$ cat config.mk
export PLATFORM = sky130hd
export DESIGN_NAME = serial_link_keepalive_supervisor
export DESIGN_NICKNAME = d
export VERILOG_FILES = /design/src/hdl/slks_pkg.sv /design/src/hdl/slks_step.sv /design/src/hdl/serial_link_keepalive_supervisor.sv
export SDC_FILE = /design/constraint.sdc
export NUM_CORES = 1
export LEC_CHECK = 0
export BUFFER_PORTS_ARGS = -buffer_cell sky130_fd_sc_hd__buf_2
export CORE_MARGIN = 4
export CORE_UTILIZATION = 45
export CTS_CLUSTER_DIAMETER = 150
export DETAILED_ROUTE_END_ITERATION = 6
export PLACE_DENSITY = 0.72
export SETUP_SLACK_MARGIN = 0.4
export SYNTH_ARGS = -nofsm -noshare
export SYNTH_HDL_FRONTEND = slang
export SYNTH_SLANG_ARGS = --single-unit
$ cat constraint.sdc
create_clock -name clk -period 4.45 [get_ports clk]
set_input_delay 0.445 -clock clk [delete_from_list [all_inputs] [get_ports clk]]
set_output_delay 0.445 -clock clk [all_outputs]
set_load 0.02 [all_outputs]
$ cat src/hdl/slks_pkg.sv
// ----------------------------------------------------------------------------
// slks_pkg: shared types and constants of the keep-alive supervisor
// Mode and reply encodings, command and send codes, link bytes, and the
// structures passed between the datapath step and the top level.
// ----------------------------------------------------------------------------
package slks_pkg;

	typedef enum logic [6:0] {
		MODE_IDLE      = 7'b0000001,
		MODE_CHECK     = 7'b0000010,
		MODE_WAIT_KO   = 7'b0000100,
		MODE_WAIT_OK   = 7'b0001000,
		MODE_EXIT      = 7'b0010000,
		MODE_WAIT_TERM = 7'b0100000,
		MODE_PUBLISH   = 7'b1000000
	} mode_t;

	typedef enum logic [1:0] {
		REPLY_NONE = 2'd0,
		REPLY_KO   = 2'd1,
		REPLY_OK   = 2'd2,
		REPLY_TERM = 2'd3
	} reply_t;

	typedef enum logic [1:0] {
		CMD_RX_BYTE = 2'd0,
		CMD_TICK    = 2'd1,
		CMD_PUBLISH = 2'd2,
		CMD_RESET   = 2'd3
	} command_t;

	localparam logic [2:0] SEND_NONE    = 3'd0;
	localparam logic [2:0] SEND_HELLO   = 3'd1;
	localparam logic [2:0] SEND_EXIT    = 3'd2;
	localparam logic [2:0] SEND_RESET   = 3'd3;
	localparam logic [2:0] SEND_PAYLOAD = 3'd4;

	localparam logic [2:0] LINK_IDLE      = 3'd0;
	localparam logic [2:0] LINK_CHECK     = 3'd1;
	localparam logic [2:0] LINK_WAIT_KO   = 3'd2;
	localparam logic [2:0] LINK_WAIT_OK   = 3'd3;
	localparam logic [2:0] LINK_EXIT      = 3'd4;
	localparam logic [2:0] LINK_WAIT_TERM = 3'd5;
	localparam logic [2:0] LINK_PUBLISH   = 3'd6;

	localparam logic [7:0]  CHAR_LF     = 8'h0A;
	localparam logic [7:0]  CHAR_CR     = 8'h0D;
	localparam logic [7:0]  CHAR_TILDE  = 8'h7E;
	localparam logic [15:0] LINE_KO     = 16'h4B4F;
	localparam logic [15:0] LINE_OK     = 16'h4F4B;
	localparam logic [23:0] PROMPT_TERM = 24'h3E3E3E;

	localparam logic [15:0] PERIOD_RESET = 16'd30000;

	typedef struct packed {
		mode_t        mode;
		reply_t       last_reply;
		logic [7:0]   line_position;
		logic [15:0]  line_start_chars;
		logic [23:0]  recent_chars;
		logic [15:0]  ticks_left;
	} sup_state_t;

	typedef struct packed {
		logic [1:0] command;
		logic [7:0] rx_byte;
		logic       tx_ready;
		logic [7:0] message_length;
	} sup_item_t;

	typedef struct packed {
		logic [2:0] tx_send;
		logic       message_done;
		logic [7:0] message_size;
		logic       publish_accepted;
		logic       timed_out;
		logic [2:0] link_state;
	} sup_result_t;

	function automatic logic [2:0] link_code(input mode_t m);
		logic [2:0] code;
		code = LINK_IDLE;
		unique case (m)
			MODE_IDLE:      code = LINK_IDLE;
			MODE_CHECK:     code = LINK_CHECK;
			MODE_WAIT_KO:   code = LINK_WAIT_KO;
			MODE_WAIT_OK:   code = LINK_WAIT_OK;
			MODE_EXIT:      code = LINK_EXIT;
			MODE_WAIT_TERM: code = LINK_WAIT_TERM;
			MODE_PUBLISH:   code = LINK_PUBLISH;
			default:        code = LINK_IDLE;
		endcase
		return code;
	endfunction

endpackage

$ cat src/hdl/slks_step.sv
// ----------------------------------------------------------------------------
// slks_step: one-transaction update of the supervisor
// Combinational next-state and result logic for a single input item.
// ----------------------------------------------------------------------------
module slks_step import slks_pkg::*; #(
	parameter int LINE_POSITIONS     = 128,
	parameter int MAX_PUBLISH_LENGTH = 125
) (
	input  sup_state_t  cur,
	input  sup_item_t   item,
	input  logic [15:0] period,
	output sup_state_t  nxt,
	output sup_result_t res
);

	localparam logic [7:0] LINE_LAST   = 8'(LINE_POSITIONS);
	localparam logic [7:0] PUBLISH_MAX = 8'(MAX_PUBLISH_LENGTH);

	mode_t mode_exp;
	logic  expired;

	always_comb begin
		nxt      = cur;
		res      = '0;
		mode_exp = cur.mode;
		expired  = (cur.ticks_left == 16'd0);

		unique case (command_t'(item.command))
			CMD_RX_BYTE: begin
				if (item.rx_byte == CHAR_LF || item.rx_byte == CHAR_CR) begin
					if (cur.line_position > 8'd1) begin
						if (cur.line_start_chars == LINE_KO)
							nxt.last_reply = REPLY_KO;
						else if (cur.line_start_chars == LINE_OK)
							nxt.last_reply = REPLY_OK;
					end
					nxt.line_position = '0;
				end else if (item.rx_byte == CHAR_TILDE) begin
					if (cur.line_position > 8'd1) begin
						res.message_done = 1'b1;
						res.message_size = cur.line_position;
					end
					nxt.line_position = '0;
				end else begin
					// The prompt check looks at the three bytes stored before this one.
					if (cur.line_position > 8'd2 && cur.recent_chars == PROMPT_TERM)
						nxt.last_reply = REPLY_TERM;
					if (cur.line_position == 8'd0)
						nxt.line_start_chars = {item.rx_byte, 8'd0};
					else if (cur.line_position == 8'd1)
						nxt.line_start_chars = {cur.line_start_chars[15:8], item.rx_byte};
					nxt.recent_chars = {cur.recent_chars[15:0], item.rx_byte};
					if (cur.line_position >= LINE_LAST)
						nxt.line_position = '0;
					else
						nxt.line_position = cur.line_position + 8'd1;
				end
			end
			CMD_TICK: begin
				if (expired) begin
					res.timed_out  = 1'b1;
					nxt.ticks_left = period;
					if (cur.mode == MODE_WAIT_OK || cur.mode == MODE_WAIT_KO ||
					    cur.mode == MODE_WAIT_TERM)
						mode_exp = MODE_EXIT;
					else if (cur.mode == MODE_IDLE)
						mode_exp = MODE_CHECK;
				end else begin
					nxt.ticks_left = cur.ticks_left - 16'd1;
				end
				nxt.mode = mode_exp;
				unique case (mode_exp)
					MODE_CHECK: begin
						if (item.tx_ready) begin
							res.tx_send = SEND_HELLO;
							nxt.mode    = MODE_WAIT_KO;
						end
					end
					MODE_WAIT_KO: begin
						if (cur.last_reply == REPLY_KO) begin
							nxt.last_reply = REPLY_NONE;
							nxt.mode       = MODE_IDLE;
						end
					end
					MODE_WAIT_OK: begin
						if (cur.last_reply == REPLY_OK) begin
							nxt.last_reply = REPLY_NONE;
							nxt.mode       = MODE_IDLE;
						end
					end
					MODE_EXIT: begin
						if (item.tx_ready) begin
							res.tx_send = SEND_EXIT;
							nxt.mode    = MODE_WAIT_TERM;
						end
					end
					MODE_WAIT_TERM: begin
						// The terminal reply stays recorded after the reset sequence.
						if (cur.last_reply == REPLY_TERM && item.tx_ready) begin
							res.tx_send = SEND_RESET;
							nxt.mode    = MODE_IDLE;
						end
					end
					MODE_PUBLISH: begin
						if (item.tx_ready) begin
							res.tx_send = SEND_PAYLOAD;
							nxt.mode    = MODE_WAIT_OK;
						end else begin
							nxt.mode = MODE_IDLE;
						end
					end
					default: begin
					end
				endcase
			end
			CMD_PUBLISH: begin
				if (cur.mode == MODE_IDLE && item.message_length <= PUBLISH_MAX) begin
					nxt.ticks_left       = period;
					nxt.mode             = MODE_PUBLISH;
					res.publish_accepted = 1'b1;
				end
			end
			CMD_RESET: begin
				nxt.mode = MODE_EXIT;
			end
			default: begin
			end
		endcase

		res.link_state = link_code(nxt.mode);
	end

endmodule

$ cat src/hdl/serial_link_keepalive_supervisor.sv
// ----------------------------------------------------------------------------
// serial_link_keepalive_supervisor: keep-alive supervisor for a serial link
// Input register, one-pass update of the supervisor state, result register.
// ----------------------------------------------------------------------------
// Usage:
// Every transaction on the s_axis channel carries one command (in tuser):
// a received link byte, a tick and service step, a publish request or a
// reset request. Each one yields exactly one result transaction on the
// m_axis channel with the send code, message and publish flags, the
// expiry flag and the link state after the command.
// The result passes through the input register and then the result
// register; one transaction is accepted every cycle, bounded only by the
// handshake of the input register and the result register.
// When the receiver stalls, the result register holds and the input
// register still takes one more transaction before s_axis_tready drops.
// Reset puts the supervisor in idle with no reply, an empty line, a zero
// tick count (the first tick expires) and a keep-alive period of 30000.
// keepalive_period_wr loads the period; write it only while no result is
// outstanding.
// ----------------------------------------------------------------------------
module serial_link_keepalive_supervisor import slks_pkg::*; #(
	parameter int LINE_POSITIONS     = 128,
	parameter int MAX_PUBLISH_LENGTH = 125
) (
	input  logic        clk,
	input  logic        arst_n,
	input  logic        keepalive_period_wr,
	input  logic [15:0] keepalive_period_wdata,
	input  logic        s_axis_tvalid,
	output logic        s_axis_tready,
	// [7:0] rx_byte, [8] tx_ready, [16:9] message_length, [23:17] zero
	input  logic [23:0] s_axis_tdata,
	// [1:0] command
	input  logic [1:0]  s_axis_tuser,
	output logic        m_axis_tvalid,
	input  logic        m_axis_tready,
	// [2:0] tx_send, [3] message_done, [11:4] message_size,
	// [12] publish_accepted, [13] timed_out, [16:14] link_state, [23:17] zero
	output logic [23:0] m_axis_tdata
);

	logic [15:0] period_q;
	sup_state_t  state_q;
	sup_state_t  state_next;
	sup_item_t   item_s1;
	logic        valid_s1;
	sup_result_t result_next;
	sup_result_t result_s2;
	logic        valid_s2;
	logic        advance;

	assign advance       = valid_s1 && (!valid_s2 || m_axis_tready);
	assign s_axis_tready = !valid_s1 || advance;

	always_ff @(posedge clk or negedge arst_n) begin
		if (!arst_n) begin
			period_q <= PERIOD_RESET;
		end else if (keepalive_period_wr) begin
			period_q <= keepalive_period_wdata;
		end
	end

	always_ff @(posedge clk or negedge arst_n) begin
		if (!arst_n) begin
			valid_s1 <= 1'b0;
		end else if (s_axis_tready) begin
			valid_s1 <= s_axis_tvalid;
		end
	end

	always_ff @(posedge clk) begin
		if (s_axis_tready && s_axis_tvalid) begin
			item_s1.command        <= s_axis_tuser;
			item_s1.rx_byte        <= s_axis_tdata[7:0];
			item_s1.tx_ready       <= s_axis_tdata[8];
			item_s1.message_length <= s_axis_tdata[16:9];
		end
	end

	slks_step #(
		.LINE_POSITIONS    (LINE_POSITIONS),
		.MAX_PUBLISH_LENGTH(MAX_PUBLISH_LENGTH)
	) u_step (
		.cur   (state_q),
		.item  (item_s1),
		.period(period_q),
		.nxt   (state_next),
		.res   (result_next)
	);

	always_ff @(posedge clk or negedge arst_n) begin
		if (!arst_n) begin
			state_q.mode             <= MODE_IDLE;
			state_q.last_reply       <= REPLY_NONE;
			state_q.line_position    <= '0;
			state_q.line_start_chars <= '0;
			state_q.recent_chars     <= '0;
			state_q.ticks_left       <= '0;
		end else if (advance) begin
			state_q <= state_next;
		end
	end

	always_ff @(posedge clk or negedge arst_n) begin
		if (!arst_n) begin
			valid_s2 <= 1'b0;
		end else if (!valid_s2 || m_axis_tready) begin
			valid_s2 <= valid_s1;
		end
	end

	always_ff @(posedge clk) begin
		if (advance) begin
			result_s2 <= result_next;
		end
	end

	assign m_axis_tvalid = valid_s2;
	assign m_axis_tdata  = {7'd0, result_s2.link_state, result_s2.timed_out,
		result_s2.publish_accepted, result_s2.message_size,
		result_s2.message_done, result_s2.tx_send};

endmodule

# Word level (Yosys, flattened, before mapping)
# Cells that the tools add are included.
# Widths: inputs -> output; s select.
dict set report classes {
  add_sub_neg 2
  n_lt_le_gt_ge 4
  n_eq_ne 37
  n_mux 37
  bitwise_logic 4
  n_reduce_logical 26
}
# op count
set op_table {}
lappend op_table {{$mux 7} 8}
lappend op_table {{$mux 16} 3}
lappend op_table {{$pmux 7 s6} 1}
lappend op_table {{$eq 16x15->1 const B} 2}
lappend op_table {{$pmux 16 s2} 1}
lappend op_table {{$mux 9} 3}
lappend op_table {{$eq 24x22->1 const B} 1}
lappend op_table {{$mux 8} 3}
lappend op_table {{$eq 7x3->1 const B} 3}
lappend op_table {{$eq 7x4->1 const B} 3}
lappend op_table {{$eq 7x6->1 const B} 3}
lappend op_table {{$pmux 7 s3} 1}
lappend op_table {{$pmux 3 s6} 1}
lappend op_table {{$eq 8x4->1 const B} 2}
lappend op_table {{$logic_not 16->1} 1}
lappend op_table {{$sub 16x1->16 const B} 1}
lappend op_table {{$eq 7x2->1 const B} 2}
lappend op_table {{$eq 7x5->1 const B} 2}
lappend op_table {{$eq 7x7->1 const B} 2}
lappend op_table {{$mux 2} 7}
lappend op_table {{$pmux 3 s4} 1}
lappend op_table {{$mux 10} 1}
lappend op_table {{$reduce_and 5->1} 2}
lappend op_table {{$ne 3x2->1 const B} 3}
lappend op_table {{other kinds (31)} 53}
dict set report word_totals {
  reg_bits 127
  inputBits 47
  out_inout_bits 26
}

# Logic depth before layout (Yosys ltp)
# Gate-level depths: netlist of run 1.
dict set report logic_depth {
  ltp_word 11
  mapped_depth 11
  ltp_nobuf 10
}

# By module
# A second synthesis of run 1 with hierarchy kept.
dict set report unflattened {
  cells_unflattened 700
  area_unflattened_um2 7459.7
}
# mod instances cells_per_inst area_each_um2 seq_area_each_um2
set by_module_without_submodules {}
lappend by_module_without_submodules {serial_link_keepalive_supervisor 1 241 4848.4 3368.2}
lappend by_module_without_submodules {slks_step 1 459 2611.3 0.0}

# Worst setup path after synthesis of run 1
# No wires, ideal clock.
dict set report synth_path {
  kind {flip-flop to flip-flop}
  start {reg state_q[0] (netlist name)}
  end {reg result_s2 (netlist bit m_axis_tdata[16]) (data pin)}
  arrival_ns 2.237
  t_required_ns 4.183
  slack_ns 1.946
  path_stages_with_launch 12
  n_path_buf 1
  period_less_slack_ns 2.504
  path_cell_list {dfrtp_1 -> inv_1 -> ha_1 -> or3b_1 -> nor3_4 -> buf_4 -> a41o_1 -> a21oi_1 -> a41o_1 -> nor2b_1 -> o2111ai_1 -> a21oi_1}
}
# item line_no
set synth_rtl {}
lappend synth_rtl {{start: declaration} serial_link_keepalive_supervisor.sv:43} ;# sup_state_t state_q;
lappend synth_rtl {{start signal: assignment} serial_link_keepalive_supervisor.sv:100} ;# state_q <= state_next;
lappend synth_rtl {{end signal: assignment} serial_link_keepalive_supervisor.sv:114} ;# result_s2 <= result_next;
lappend synth_rtl {{end: declaration} serial_link_keepalive_supervisor.sv:48} ;# sup_result_t result_s2;

# Worst setup path after layout of run 1
dict set report layout_path {
  start {reg state_q[0] (netlist name)}
  end {reg state_q[4] (netlist name)}
}
dict set report layout_between {
  elab_chain_cells 3
  word_cells_on_any_way 4
  classes_between {1 x add/sub; 2 x mux; 1 x reduce/logical}
}
# item line_no
set layout_lines {}
lappend layout_lines {{$sub 16x1->16 / $logic_not 16->1 (equally long branches)} {slks_step.sv:69, slks_step.sv:26}}
lappend layout_lines {{$mux 16 (*)} slks_step.sv:60} ;# if (expired) begin
lappend layout_lines {{$pmux 16 s2 (*)} slks_step.sv:28} ;# unique case (command_t'(item.command))
# Every way passes the cells marked *; elsewhere a longest branch is shown, timed or not.
# A chain may end at the register's enable or synchronous reset.

==> flow_metrics.py, run 1 <==
metrics = {
    "yosys": {
        "yosysWarnings": 0,
        "syn_avg_cell_area_sq_um": 11.3,
        "ys.flop_type": "dfrtp_1",
        "synthArstFlopShare": 0.722,
        "synthCells": 541,
        "netlist_area_sq_um": 6100,
        "synth_seq_area_share": 0.547,
        "synth_edf_count": 35,
        "synth_cell_types": 68,
        "ys_ff_latch": 126,
    },
    "finish": {
        "area_growth_pct": 16.2,
        "layout_common_cells": "83 x dfrtp_1, 56 x buf_2, 50 x mux2_2",
        "fin_nets": 647,
        "fill_cells": 1163,
        "final_common_cell": "dfrtp_1",
        "utilization": 0.535,
        "drive_gt1_frac": 0.271,
        "insertedDiodeCount": 0,
    },
    "sta": {
        "grt_setup_unrepaired": "false",
        "max_freq_ghz": 0.309,
        "timing.slew.headroom": 0.229,
        "tightest_slew_ps": 1160,
        "fin_skew_ps": 6.31,
        "finalCritPeriodShare": 0.728,
        "period_needed_ps": 3240,
        "tns_ps": 0,
        "finalSetupViolations": 0,
        "hold_viol": 0,
        "drv_slew": 0,
    },
    "detailed_routing": {
        "wirelength_um": 12800,
        "first_iter_violations": 291,
        "post_drt_via_cell_ratio": 5.62,
        "vias": 4407,
        "ant_nets": 0,
        "drc": 0,
        "routedWlPerCell_um": 16.4,
        "firstDrtPassIters": 5,
    },
    "worst_setup_path": {
        "end_kind": "register",
        "critical_path.max_fanout": 16,
        "worst_setup_path_start_kind": "register",
        "worst_ep_required_time_ps": 4680,
        "cp.arrival_ps": 3470,
        "crit_type": "register to register",
    },
    "clock_network": {
        "cts.htree.levels": 4,
        "ctsRootBufferMaster": "clkbuf_16",
        "cts-hold-fix-buffers": 0,
        "cts_buffer_depth": 2,
        "cts_buffers": 17,
        "ctsResizeCount": 0,
        "clk_pin_slew_ps": 60,
        "clk_latency_ps": 420,
        "clock_sinks": 126,
        "cts_tree": "yes",
        "cts_setup_buffers": 0,
    },
    "outcome": {
        "status": "complete, no violations",
    },
    "global_routing": {
        "grt_max_degree": 51,
        "grt_pass1_wl_um": 22200,
        "overflow": 0,
        "antenna_found_initial": 0,
        "grt_pass1_vias": 4564,
        "grt.total_usage": 0.173,
    },
    "power": {
        "vdd_ir_drop_max_mv": 0.473,
        "p_leak_nw": 2.94,
        "power_density_nw_per_um2": 532,
    },
    "die": {
        "die_h_um": 124,
        "die_x_um": 124,
        "start_util": 0.461,
        "io_pins": 73,
        "rows": 42,
        "coreArea_sq_um": 13200,
        "dieArea_sq_um": 15500,
    },
    "placed_design": {
        "portBuffers": 57,
        "hpwl_um": 8810,
        "routabilityCongestion": 0.878,
    },
    "hold_path": {
        "worstHoldPathType": "input pin to asynchronous set/reset pin",
    },
    "job": {
        "cap_viol_max_count": 0,
    },
}
[critical path, cell delays in order (launching register included)]
cell	delay [ps]
dfrtp_1	400
inv_1	70
ha_1	170
or3b_1	420
nor3_4	140
buf_4	240
and3_1	390
or2_1	480
buf_4	300
nor3b_1	90
a32oi_1	220
o22ai_1	130
[final cells by class]
cell class	instances	area, sq um	area share
sequential	126	3340	0.471
tap	176	220	0.0311
clock buffer	19	453	0.0639
inverter	21	78.8	0.0111
timing repair buffer	61	318	0.0448
clock inverter	13	139	0.0196
multi-input combinational	368	2540	0.359
[state kept, by name, indices dropped and copies added (netlist names)]
name           count
state_q           73
item_s1           18
m_axis_tdata      17
period_q          16
m_axis_tvalid      1
valid_s1           1
[where the power goes]
part,total (mW),switching [mW],internal [mW]
clock,1.37,0.514,0.854
sequential,1.71,0.236,1.48
combinational,0.690,0.352,0.338
total,3.77,1.10,2.67
[synthesized netlist by cell type (6+ instances only)]
master / count / area, sq um
a21oi_1: 27 / 135
a22o_1: 11 / 96.3
a31oi_1: 6 / 37.5
and2_1: 14 / 87.6
and3_1: 7 / 43.8
buf_2: 11 / 55.1
buf_4: 8 / 60.1
clkbuf_1: 12 / 45.0
dfrtp_1: 83 / 2080
dfstp_2: 8 / 210
edfxtp_1: 35 / 1050
inv_1: 21 / 78.8
mux2_2: 50 / 563
nand2_1: 41 / 154
nand2b_1: 8 / 50.1
nand3_1: 11 / 55.1
nand4_1: 9 / 56.3
nor2_1: 32 / 120
nor3_1: 15 / 75.1
nor4_1: 9 / 56.3
o21ai_0: 24 / 120
o21ai_1: 12 / 60.1
[cell families (layout without fill, tap and decap cells)]
| logic type | count (synthesis) | in the layout | share of synthesized area |
|---|---|---|---|
| simple gates | 176 | 176 | 0.157 |
| flops | 126 | 126 | 0.547 |
| compound gates | 123 | 123 | 0.141 |
| buf+inv | 53 | 114 | 0.0410 |
| mux | 51 | 51 | 0.0942 |
| xor+xnor | 6 | 6 | 0.00862 |
| fa+ha+maj | 5 | 5 | 0.0103 |
| other cells | 1 | 7 | 0.000615 |
[per-stage QoR]
| step | total power [mW] | setup WS (ps) | instance area (sq um) | cells | hold WS, ps |
|---|---|---|---|---|---|
| 5_1_grt | 3.99 | 1030 | 7090 | 784 | 49.4 |
| 2_1_floorplan | 2.21 | 1950 | 6120 | 547 | 149 |
| 6_report | 3.77 | 1210 | 7090 | 784 | 12.6 |
| 3_5_place_dp | 2.41 | 1300 | 6500 | 752 | 472 |
| 4_1_cts | 3.80 | 1230 | 7090 | 784 | 23.0 |
| 3_3_place_gp | 2.36 | 1340 | 6500 | 752 | 467 |
[path summary, 6_finish.rpt]
| check | endpoint | cells past startpoint | slack (ps) | from |
|---|---|---|---|---|
| max in group asynchronous | state_q[34] | 2 | 3390 | arst_n |
| hold / removal | state_q[71] | 1 | 10 | arst_n |
| setup reg to reg | state_q[4] | 11 | 1210 | state_q[0] |
| hold reg to reg | m_axis_tvalid | 1 | 500 | valid_s1 |
| min in group clk | item_s1[10] | 1 | 200 | s_axis_tdata[1] |
| setup / recovery | state_q[4] | 11 | 1210 | state_q[0] |
[routing by layer]
layer  vias up  track usage  share of wire
met3        18       0.0536          0.058
met4         0       0.0593          0.012
li1       2094            -              -
met1      2174        0.216           0.42
met2       121        0.288           0.51
met5         -            0              0
Note: power is estimated with default switching activity, not from simulation.
==> inputs of run 2 (changes only) <==
--- a/config.mk
+++ b/config.mk
@@ -5,6 +5,7 @@
 export SDC_FILE = /design/constraint.sdc
 export NUM_CORES = 1
 export LEC_CHECK = 0
+export ABC_AREA = 1
 export BUFFER_PORTS_ARGS = -buffer_cell sky130_fd_sc_hd__buf_2
 export CORE_MARGIN = 4
 export CORE_UTILIZATION = 45
==> constraint.sdc (replaced) <==
create_clock -name clk -period 3.1 [get_ports clk]
set_input_delay 0.31 -clock clk [delete_from_list [all_inputs] [get_ports clk]]
set_output_delay 0.31 -clock clk [all_outputs]
set_load 0.02 [all_outputs]
==> flow_metrics.py, run 2 <==
metrics = {
    "placed_design": {
        "portBuffers": 57,
        "post-place-ws_ps": 491,
        "routabilityCongestion": 0.944,
        "placed_cell_area_sq_um": 6710,
        "dp.cells": 935,
        "hpwl_um": 9380,
    },
    "sta": {
        "max_freq_ghz": 0.388,
        "tns_ps": 0,
        "timing.slew.headroom": 0.557,
        "hold_viol": 0,
        "fin_skew_ps": 7.79,
        "finalWorstSetupSlack_ps": 520,
        "period_needed_ps": 2580,
        "hold_ws_ps": 63.1,
        "tightest_slew_ps": 663,
        "finalCritPeriodShare": 0.832,
        "grt_setup_unrepaired": "true",
        "finalSetupViolations": 0,
        "drv_slew": 0,
    },
    "die": {
        "die_x_um": 126,
        "coreArea_sq_um": 13400,
        "dieArea_sq_um": 15800,
        "rows": 42,
        "start_util": 0.465,
        "io_pins": 73,
        "die_h_um": 126,
    },
    "detailed_routing": {
        "ant_nets": 0,
        "vias": 5002,
        "routedWlPerCell_um": 14.0,
        "drc": 0,
        "firstDrtPassIters": 5,
        "post_drt_via_cell_ratio": 5.13,
        "first_iter_violations": 443,
        "wirelength_um": 13700,
    },
    "worst_setup_path": {
        "slowest_stage": "dfrtp_1",
        "critical_path.max_stage_delay_ps": 390,
        "crit_type": "register to register",
        "cp.arrival_ps": 2870,
        "worst_ep_required_time_ps": 3390,
        "crit_chain": "inv_2 > ha_4 > nand2_4 > nor2_4 > nand2_2 > nor2_4 > nand2_4 > nand3_4 > nor2_4 > nor2_4 > buf_4 > nand4_1 > nand2_2 > inv_1 > nor3_1 > nand2_1 > nand3_1",
        "crit_buf_inv": 3,
        "cp_common_cell": "nor2_4",
        "path_delay_family": "simple AND/OR/NAND/NOR gates",
        "end_kind": "register",
        "critical_path.max_fanout": 6,
        "worst_setup_path_start_kind": "register",
    },
    "finish": {
        "layout_common_cells": "154 x nand2_1, 90 x o21ai_0, 83 x dfrtp_1",
        "drive_gt1_frac": 0.221,
        "top_register": "state_q",
        "insertedDiodeCount": 0,
        "utilization": 0.557,
        "area_growth_pct": 19.6,
        "fin_nets": 839,
        "stdcell_area_sq_um": 7460,
        "final_cells": 976,
        "largest_reg_flops": 73,
        "final_common_cell": "nand2_1",
    },
    "hold_path": {
        "worstHoldPathType": "input pin to register",
    },
    "yosys": {
        "synth_cell_types": 42,
        "synthArstFlopShare": 0.722,
        "synthTopCellsByCount": "157 x nand2_1, 91 x o21ai_0, 85 x inv_1, 83 x dfrtp_1, 58 x nor2_1",
        "ys.flop_type": "dfrtp_1",
        "synthCells": 711,
        "synth_edf_count": 35,
        "synth.most_common_cell": "nand2_1",
        "syn_avg_cell_area_sq_um": 8.77,
        "synth_seq_area_share": 0.535,
        "ys_ff_latch": 126,
        "netlist_area_sq_um": 6240,
        "synthTopCellsByArea": "dfrtp_1 33%, edfxtp_1 17%, nand2_1 9.4%, o21ai_0 7.3%, inv_1 5.1%",
        "yosysWarnings": 0,
        "yosysTopAreaCellShare": 0.333,
        "yosys.area.top_type": "dfrtp_1",
    },
    "power": {
        "vdd_ir_drop_max_mv": 0.553,
        "p_clk_frac": 0.314,
        "power_switching_mw": 2.27,
        "internal_power_mw": 4.13,
        "pwr-share-comb": 0.294,
        "power_frac_seq": 0.391,
        "p_sw_frac": 0.355,
        "power_density_nw_per_um2": 858,
        "finalPower_mw": 6.40,
        "p_leak_nw": 3.41,
    },
    "job": {
        "cap_viol_max_count": 0,
    },
    "clock_network": {
        "cts_buffer_depth": 2,
        "ctsRootBufferMaster": "clkbuf_16",
        "clock_sinks": 126,
        "cts_buffers": 17,
        "clk_pin_slew_ps": 60,
        "cts_tree": "yes",
        "cts.htree.levels": 4,
        "clk_latency_ps": 420,
    },
    "global_routing": {
        "grt_max_degree": 50,
        "grt_pass1_wl_um": 22600,
        "grt.total_usage": 0.177,
        "overflow": 0,
        "grt_pass1_vias": 4729,
        "antenna_found_initial": 0,
    },
    "outcome": {
        "status": "complete, no violations",
    },
}
## run 2: cell count changes after synthesis, moves of 14 or more
cell / change
nor2_1: +26
and2_1: -14
a21oi_1: -14
inv_1: +64
mux2_2: -43
nand2_1: +116
nand3_1: +23
o21ai_0: +67
## run 2: final timing paths
| path | from | end | slack (ps) | depth (start not counted) |
|---|---|---|---|---|
| worst max-delay path | state_q[0] | m_axis_tdata[15] | 520 | 17 |
| worst min-delay path | s_axis_tdata[0] | item_s1[9] | 60 | 1 |
| worst max register to register | state_q[0] | m_axis_tdata[15] | 520 | 17 |
| worst min register to register | state_q[35] | state_q[35] | 480 | 2 |
| max in group asynchronous | arst_n | period_q[13] | 1830 | 3 |
| min in group asynchronous | arst_n | state_q[8] | 470 | 2 |
## run 2: cell type report
cell class              count  area, sq um
fillers                  1212         5940
flip-flops and latches    126         3340
multi-input cells         478         2530
clock buffers              22          517
repair buffers             73          410
inverters                  91          352
well taps                 176          220
clock inverters            10         96.3
## run 2: per-layer routing
layer	track usage	part of all wire
met5	0	0
met2	0.278	0.49
met4	0.0700	0.017
met3	0.0419	0.043
met1	0.239	0.45
## run 2: kinds of logic (layout without fill, tap and decap cells)
family                     count (synthesis)  after routing  share of synthesized area
and+or+nand+nor                          318            319                      0.239
xor gates and xnor gates                   9              9                     0.0126
AOI/OAI and AO/OA                        131            131                      0.116
adders and majority gates                  5              5                     0.0100
DFF                                      126            126                      0.535
buffers and inverters                    114            196                     0.0736
other                                      1              7                   0.000601
muxes                                      7              7                     0.0126
## run 2: timing repair
item | CTS | global route
resized for setup | 0 | 18
buffers inserted | 0 | 7
endpoints found under the hold margin | 44 | 0
hold buffers | 1 | 0
setup endpoints to repair | 0 | 13
## run 2: power groups by stage
stage          registers [mW]  clock network [mW]  logic [mW]
6_report                 2.50                2.01        1.88
5_1_grt                  2.56                2.14        2.13
4_1_cts                  2.49                2.04        1.78
3_5_place_dp             2.51                   0        1.76
3_3_place_gp             2.50                   0        1.72
2_1_floorplan            2.49                   0        1.35
